[src/rtl/lif_pkg.sv]
`timescale 1ns / 1ps
`default_nettype none
// ---------------------------------------------------------------------------
// lif_pkg: shared types and constants of the list intersection filter
// Store geometry, opcode codes and the scan token that runs along the cells.
// ---------------------------------------------------------------------------
package lif_pkg;

   localparam int REF_DEPTH  = 1024;
   localparam int VAL_W      = 32;
   localparam int IDX_W      = $clog2(REF_DEPTH);
   localparam int CNT_W      = $clog2(REF_DEPTH + 1);
   localparam int CELL_W     = IDX_W / 2;
   localparam int EPC_W      = IDX_W - CELL_W;
   localparam int NUM_CELLS  = 1 << CELL_W;
   localparam int CELL_DEPTH = 1 << EPC_W;

   typedef enum logic [1:0] {
      OP_CLEAR  = 2'd0,
      OP_APPEND = 2'd1,
      OP_PROBE  = 2'd2,
      OP_NOP    = 2'd3
   } lif_op_type;

   // scan token: one local address of every cell, plus the running hit
   typedef struct packed {
      logic             vld;
      logic             last;
      logic [EPC_W-1:0] addr;
      logic             hit;
   } lif_tok_type;

endpackage
`default_nettype wire

[src/rtl/lif_cell.sv]
`timescale 1ns / 1ps
`default_nettype none
// ---------------------------------------------------------------------------
// lif_cell: one cell of the comparator chain
// Holds one slice of the reference store, matches a passing scan token
// against the candidate and hands the token to the next cell.
// ---------------------------------------------------------------------------
module lif_cell
   import lif_pkg::*;
(
   input  wire logic              clock,
   input  wire logic              reset,
   input  wire logic [CELL_W-1:0] cell_idx,
   input  wire logic              wr_en,
   input  wire logic [CELL_W-1:0] wr_cell,
   input  wire logic [EPC_W-1:0]  wr_addr,
   input  wire logic [VAL_W-1:0]  wr_data,
   input  wire logic [VAL_W-1:0]  cand,
   input  wire logic [CNT_W-1:0]  count,
   input  wire lif_tok_type       tok_in,
   output lif_tok_type            tok_out
);

   logic [VAL_W-1:0] mem [CELL_DEPTH];
   logic [VAL_W-1:0] rd_ff;
   lif_tok_type      tok_ff;
   lif_tok_type      tok_in_q;
   logic [CNT_W-1:0] ent_idx;
   logic             match;

   always_ff @(posedge clock) begin
      if (wr_en && (wr_cell == cell_idx)) begin
         mem[wr_addr] <= wr_data;
      end
      rd_ff <= mem[tok_in.addr];
   end

   always_comb begin
      tok_in_q = tok_in;
      if (reset) begin
         tok_in_q.vld = 1'b0;
      end
   end

   always_ff @(posedge clock) begin
      tok_ff <= tok_in_q;
   end

   // only entries below the fill count take part
   assign ent_idx = CNT_W'({cell_idx, tok_ff.addr});
   assign match   = (ent_idx < count) && (rd_ff == cand);

   always_comb begin
      tok_out     = tok_ff;
      tok_out.hit = tok_ff.hit | match;
   end

endmodule
`default_nettype wire

[config.mk]
export PLATFORM = sky130hd
export DESIGN_NAME = lif_cell
export DESIGN_NICKNAME = d
export VERILOG_FILES = /design/src/rtl/lif_pkg.sv /design/src/rtl/lif_cell.sv
export SDC_FILE = /design/constraint.sdc
export NUM_CORES = 1
export LEC_CHECK = 0
export BUFFER_PORTS_ARGS = -buffer_cell sky130_fd_sc_hd__buf_2
export CAP_MARGIN = 10
export CORE_ASPECT_RATIO = 2
export CORE_UTILIZATION = 50
export CTS_CLUSTER_SIZE = 12
export DETAILED_ROUTE_END_ITERATION = 7
export GPL_TIMING_DRIVEN = 0
export PLACE_DENSITY = 0.66
export RECOVER_POWER = 50
export SYNTH_ARGS = -nofsm -noshare
export SYNTH_HDL_FRONTEND = slang
export SYNTH_SLANG_ARGS = --single-unit
[constraint.sdc]
create_clock -name clock -period 6.07 [get_ports clock]
set_clock_uncertainty 0.15 [all_clocks]
set_input_delay 1.214 -clock clock [delete_from_list [all_inputs] [get_ports clock]]
set_output_delay 1.214 -clock clock [all_outputs]
set_load 0.005 [all_outputs]
==> flow_summary.ini, run 1 <==
[synth]
synth_nets = 1822
synth-seq-area-share = 0.7781
synth-seq-cells = 1064
synth_area_leaders = edfxtp_1 76%, mux4_2 16%, dfxtp_1 2.0%, mux2i_1 1.6%, xnor2_1 0.67%
post_synth.cell_area_avg_um2 = 23.68
ys.warnings.count = 0
yosysTopAreaCell = edfxtp_1
netlist_area_um2 = 40550
synth_cell_type_count = 33
netlist_instances = 1712
netlist.area_leader.share = 0.7584

[clocking]
ctsLongestPathBuffers = 3
htree_levels = 3
clock-sinks = 1064
clk_latency_ns = 0.66
cts_hold_buf = 0
cts-resized-gates = 0
cts_tree = built
clock_tree.root_cell = clkbuf_16
cts_inserted_buffers = 99
clk_pin_slew_ns = 0.06
cts_setup_buffers = 0

[worst_hold_path]
hp-start = tok_in[6]
min_path_type = input pin to register

[sta]
timing.hold.ws_ns = 0.4949
rsz0062_at_grt = no
final-hold-violation-count = 0
setup_tns_ns = 0
period_share = 0.7796
max_slew_margin = -0.05824
tightest_slew_ns = 1.582
drv_slew = 57
fmaxAchievable_mhz = 211.3
period_minus_slack_ns = 4.732
finalSetupViolations = 0

[setup_path]
max_stage_delay_ns = 0.92
worstPathArrival_ns = 3.37
cpMostUsedCell = buf_2
cp_num_buf_inv = 2
crit_path_top_delay_cell = nor4_1
worstPathCellList = buf_2, xnor2_1, o221ai_1, nor4_1, a41o_1, buf_2
reg2reg_from = mem[8][14]$_DFFE_PP_
startpoint = cand[12]
worstPathRequired_ns = 4.71
path_class = input pin to output port
worst-path-max-fanout = 1
worstSetupEndpointType = output port
crit_family = simple AND/OR/NAND/NOR gates
cp-start-kind = input pin

[die]
die_x_um = 203.4
std_cell_rows = 147
core_um2 = 80190
io_pins = 109
initial_core_util = 0.5056
dieHeight_um = 404.7
die_area_um2 = 82300

[final_layout]
mostFrequentLayoutCell = edfxtp_1
area_growth_pct = 13.87
layout-drive-gt1-share = 0.2828
nets = 2065
layout_common_cells = 1024 x edfxtp_1, 288 x mux4_2, 138 x clkbuf_1, 101 x clkbuf_16, 89 x buf_2
fin_area_um2 = 46170
final_core_util = 0.5758

[placed_design]
place.detailed.hpwl_mm = 64.19
portBuffers = 108
dpl_cell_area_um2 = 43390
place.gp.congestion = 0.8006

[drt]
drtIter0Drc = 1678
via_count = 18690
drc = 0
viasPerCell = 6.063
ant_nets = 0
wl_per_cell_um = 31.82
drt_pass1_iterations = 5
routed_wl_mm = 98.06

[grt]
grt_pass1_wl_mm = 139.3
grt_util_all_layers = 0.2451
grt_pass1_vias = 20020
grt_max_degree = 33
grt_overflow = 0
antenna_found_initial = 7

[pwr]
finalPower_mw = 14.50
switching_share = 0.2076
internal_power_mw = 11.49
combPwrFrac = 0.052
p_clk_frac = 0.390
p_seq_frac = 0.559
pwr_density_cell_nw_per_um2 = 314.0
ir_worst_vdd_v = 0.0002058
leakage_nw = 14.45
switchingPower_mw = 3.010

[status]
status = finished, violations left
violations = capacitance limit, slew limit

[flow_run]
max-cap-violations = 4
sequential cells by signal, indices dropped and copies added (netlist names):
register and cells:
mem 1024, rd_ff 32, tok_ff 1, tok_out 7
cell type report:
| cell class | instances | area [um^2] |
|---|---|---|
| buffer | 94 | 524.3 |
| timing repair buffer | 142 | 1251 |
| sequential | 1064 | 31550 |
| tap | 1043 | 1305 |
| clock buffer | 172 | 2804 |
| inverter | 14 | 52.55 |
| multi-input combinational | 540 | 8637 |
| fill | 5849 | 34020 |
| antenna | 9 | 22.52 |
| clock inverter | 4 | 25.02 |
Yosys cell counts (all sizes together):
cell,count
edfxtp,1024
mux4,288
mux2i,64
buf,62
dfxtp,40
nor2,33
a22oi,32
clkbuf,32
o21a,32
xnor2,31
inv,14
ha,9
nand2,9
nand4,8
nor2b,5
a21oi,4
nand2b,3
nand3,3
nor3,3
xor2,3
nor4,2
o21ai,2
o221ai,2
a211oi,1
a22o,1
a31oi,1
a41o,1
and2,1
o2111ai,1
or2,1
cells by family after synthesis:
logic type,Yosys count,synth area share
adder cells (fa/ha/maj),9,0.002777
flip-flops,1064,0.7781
AO/OA/AOI/OAI,77,0.01404
AND/OR/NAND/NOR,68,0.007715
multiplexers,352,0.1758
XOR/XNOR,34,0.007344
buffers and inverters,108,0.01423
path summary, 6_finish.rpt:
| check | to | cells past startpoint | slack [ns] |
|---|---|---|---|
| setup / recovery | tok_out[0] | 6 | 1.34 |
| hold reg to reg | rd_ff[18]$_DFF_P_ | 3 | 0.71 |
| setup reg to reg | rd_ff[14]$_DFF_P_ | 3 | 3.89 |
| hold / removal | tok_out[6]$_DFF_P_ | 1 | 0.49 |
through the flow:
step / cells / setup WS [ns]
2_1_floorplan: 1712 / 2.154
3_3_place_gp: 2863 / -0.1184
3_5_place_dp: 2897 / 1.376
4_1_cts: 3073 / 1.372
5_1_grt: 3081 / 1.374
6_report: 3082 / 1.338
metal layers:
metal	share of wire	global-route usage	vias up	routed length, um
li1	-	-	7752	-
met1	0.35	0.2904	9940	34400
met2	0.55	0.4370	784	53550
met3	0.067	0.04625	201	6594
met4	0.035	0.09867	10	3454
met5	0.00065	0	-	64
power by group through the flow:
stage,Clock [mW],Sequential (mW),Combinational [mW]
after floorplan,0,8.24,0.416
after global placement,0,8.25,0.729
after detailed placement,0,8.25,0.759
after CTS,5.72,8.09,0.763
after global routing,5.97,8.10,0.791
final,5.65,8.10,0.750
No activity file was read; power rests on OpenSTA's default activity.
==> inputs of run 2 (changes only) <==
--- a/config.mk
+++ b/config.mk
@@ -12,7 +12,7 @@
 export CTS_CLUSTER_SIZE = 12
 export DETAILED_ROUTE_END_ITERATION = 7
 export GPL_TIMING_DRIVEN = 0
-export PLACE_DENSITY = 0.66
+export PLACE_DENSITY = 0.69
 export RECOVER_POWER = 50
 export SYNTH_ARGS = -nofsm -noshare
 export SYNTH_HDL_FRONTEND = slang
==> constraint.sdc (replaced) <==
create_clock -name clock -period 3.8 [get_ports clock]
set_clock_uncertainty 0.15 [all_clocks]
set_input_delay 0.76 -clock clock [delete_from_list [all_inputs] [get_ports clock]]
set_output_delay 0.76 -clock clock [all_outputs]
set_load 0.005 [all_outputs]
==> flow_summary.ini, run 2 (same netlist as run 1, synthesis figures left out) <==
[pwr]
switching_share = 0.2068
p_clk_frac = 0.397
p_seq_frac = 0.551
combPwrFrac = 0.051
leakage_nw = 14.47
ir_worst_vdd_v = 0.0003350
switchingPower_mw = 4.855
internal_power_mw = 18.62
pwr_density_cell_nw_per_um2 = 507.8

[setup_path]
worstSetupEndpointType = output port
worstPathCellList = xnor2_1, o221ai_1, nor4_1, a41o_1, buf_2
path_class = register to output port
rrSetupSlack_ns = 1.56
ff2ff_path_depth = 3
worst-path-max-fanout = 1
rr_endpoint = rd_ff[14]$_DFF_P_
max_stage_delay_ns = 0.84
worstPathArrival_ns = 2.98
crit_path_top_delay_cell = nor4_1
reg2reg_from = mem[7][14]$_DFFE_PP_
cp-start-kind = register
worstPathRequired_ns = 2.89

[clocking]
clk_latency_ns = 0.67
cts_tree = built
cts_hold_buf = 0
clk_pin_slew_ns = 0.06
ctsLongestPathBuffers = 3
clock_tree.root_cell = clkbuf_16
clock-sinks = 1064
htree_levels = 3
cts_inserted_buffers = 99
cts-resized-gates = 0
cts_setup_buffers = 0

[status]
status = finished, violations left
violations = capacitance limit, slew limit, setup timing

[final_layout]
area_growth_pct = 13.98
mostFrequentLayoutCell = edfxtp_1
largest_reg_flops = 1024
final_cells = 3087
top_register = mem
layout.area.seq_um2 = 31550
fillerInstances = 5806
multi_input_area_um2 = 8645
fin_area_um2 = 46220
layout_common_cells = 1024 x edfxtp_1, 288 x mux4_2, 142 x clkbuf_1, 105 x clkbuf_16, 88 x buf_2
layout-drive-gt1-share = 0.2837
nets = 2063

[sta]
final-hold-violation-count = 0
max_slew_margin = -0.09516
drv_slew = 78
fmaxAchievable_mhz = 257.0
finalSetupViolations = 1
setup_tns_ns = -0.09057
period_share = 1.024
setup_ws_ns = -0.09057
timing.hold.ws_ns = 0.04472
rsz0062_at_grt = no
period_minus_slack_ns = 3.891
tightest_slew_ns = 1.637

[flow_run]
max-cap-violations = 3

[worst_hold_path]
hp-start = tok_in[6]
min_path_type = input pin to register
min_path_cells = 1
min_to = tok_out[6]$_DFF_P_

[drt]
routed_wl_mm = 99.42
ant_nets = 0
drt_pass1_iterations = 7
viasPerCell = 6.134
wl_per_cell_um = 32.20
drc = 0
via_count = 18940
drtIter0Drc = 1911

[die]
dieHeight_um = 404.7
std_cell_rows = 147
core_um2 = 80190
io_pins = 109
die_x_um = 203.4
die_area_um2 = 82300
initial_core_util = 0.5056

[placed_design]
place_inst = 2895
dpl_cell_area_um2 = 43290
portBuffers = 108
place.detailed.hpwl_mm = 64.12
place.gp.congestion = 0.7951

[grt]
grt_pass1_vias = 20110
antenna_found_initial = 8
grt_util_all_layers = 0.2478
grt_pass1_wl_mm = 140.8
grt_max_degree = 33
grt_overflow = 0
-- run 2: cell count changes in the layout (fill, tap and decap cells not counted), sizes merged --
cell and change:
clkbuf +8, diode +1, inv -2, bufinv +1, clkinv -1, buf -2
-- run 2: stage by stage --
step	utilization	power [mW]	setup WS [ns]
finish	0.5763	23.47	-0.09057
global route	0.5763	24.04	0.02904
CTS	0.5768	23.57	0.008378
detailed placement	0.5398	14.39	-0.2460
global placement	0.5286	14.34	-1.985
floorplan	-	13.83	0.3380
-- run 2: critical path, delay by kind of cell, from the launching register on --
| family | cells | cell delay [ns] |
|---|---|---|
| flops | 1 | 0.31 |
| compound gates | 2 | 0.52 |
| buf+inv | 1 | 0.11 |
| simple gates | 1 | 0.84 |
| xor+xnor | 1 | 0.54 |
-- run 2: worst max-delay path by stage --
stage                 startpoint              endpoint  slack, ns  cells after the start
3_3_place_gp         cell_idx[0]  mem[17][8]$_DFFE_PP_      -1.98                      6
5_1_grt        rd_ff[12]$_DFF_P_            tok_out[0]       0.03                      5
4_1_cts        rd_ff[12]$_DFF_P_            tok_out[0]      0.008                      5
6_report       rd_ff[12]$_DFF_P_            tok_out[0]      -0.09                      5
3_5_place_dp           tok_in[2]     rd_ff[14]$_DFF_P_      -0.25                      7
2_1_floorplan         wr_cell[0]  mem[28][0]$_DFFE_PP_       0.34                      5
-- run 2: power groups by stage --
stage | Clock, mW | Combinational, mW | Sequential [mW]
after floorplan | 0 | 0.665 | 13.2
after global placement | 0 | 1.17 | 13.2
after detailed placement | 0 | 1.21 | 13.2
after CTS | 9.42 | 1.22 | 12.9
after global routing | 9.84 | 1.27 | 12.9
final | 9.33 | 1.21 | 12.9
-- run 2: layout make-up --
cell class              instances  area share
flip-flops and latches       1064      0.6827
multi-input cells             540      0.1870
clock buffers                 180     0.06338
well taps                    1043     0.02824
repair buffers                140     0.02488
plain buffers                  94     0.01134
inverters                      14    0.001137
clock inverters                 2   0.0007580
diodes                         10   0.0005415
-- run 2: metal layers --
layer  vias up  track usage  part of all wire
li1       7752            -                 -
met1     10020       0.2938              0.35
met2       924       0.4434              0.54
met3       231      0.03861             0.069
met4         6       0.1090             0.042
met5         -            0           0.00037
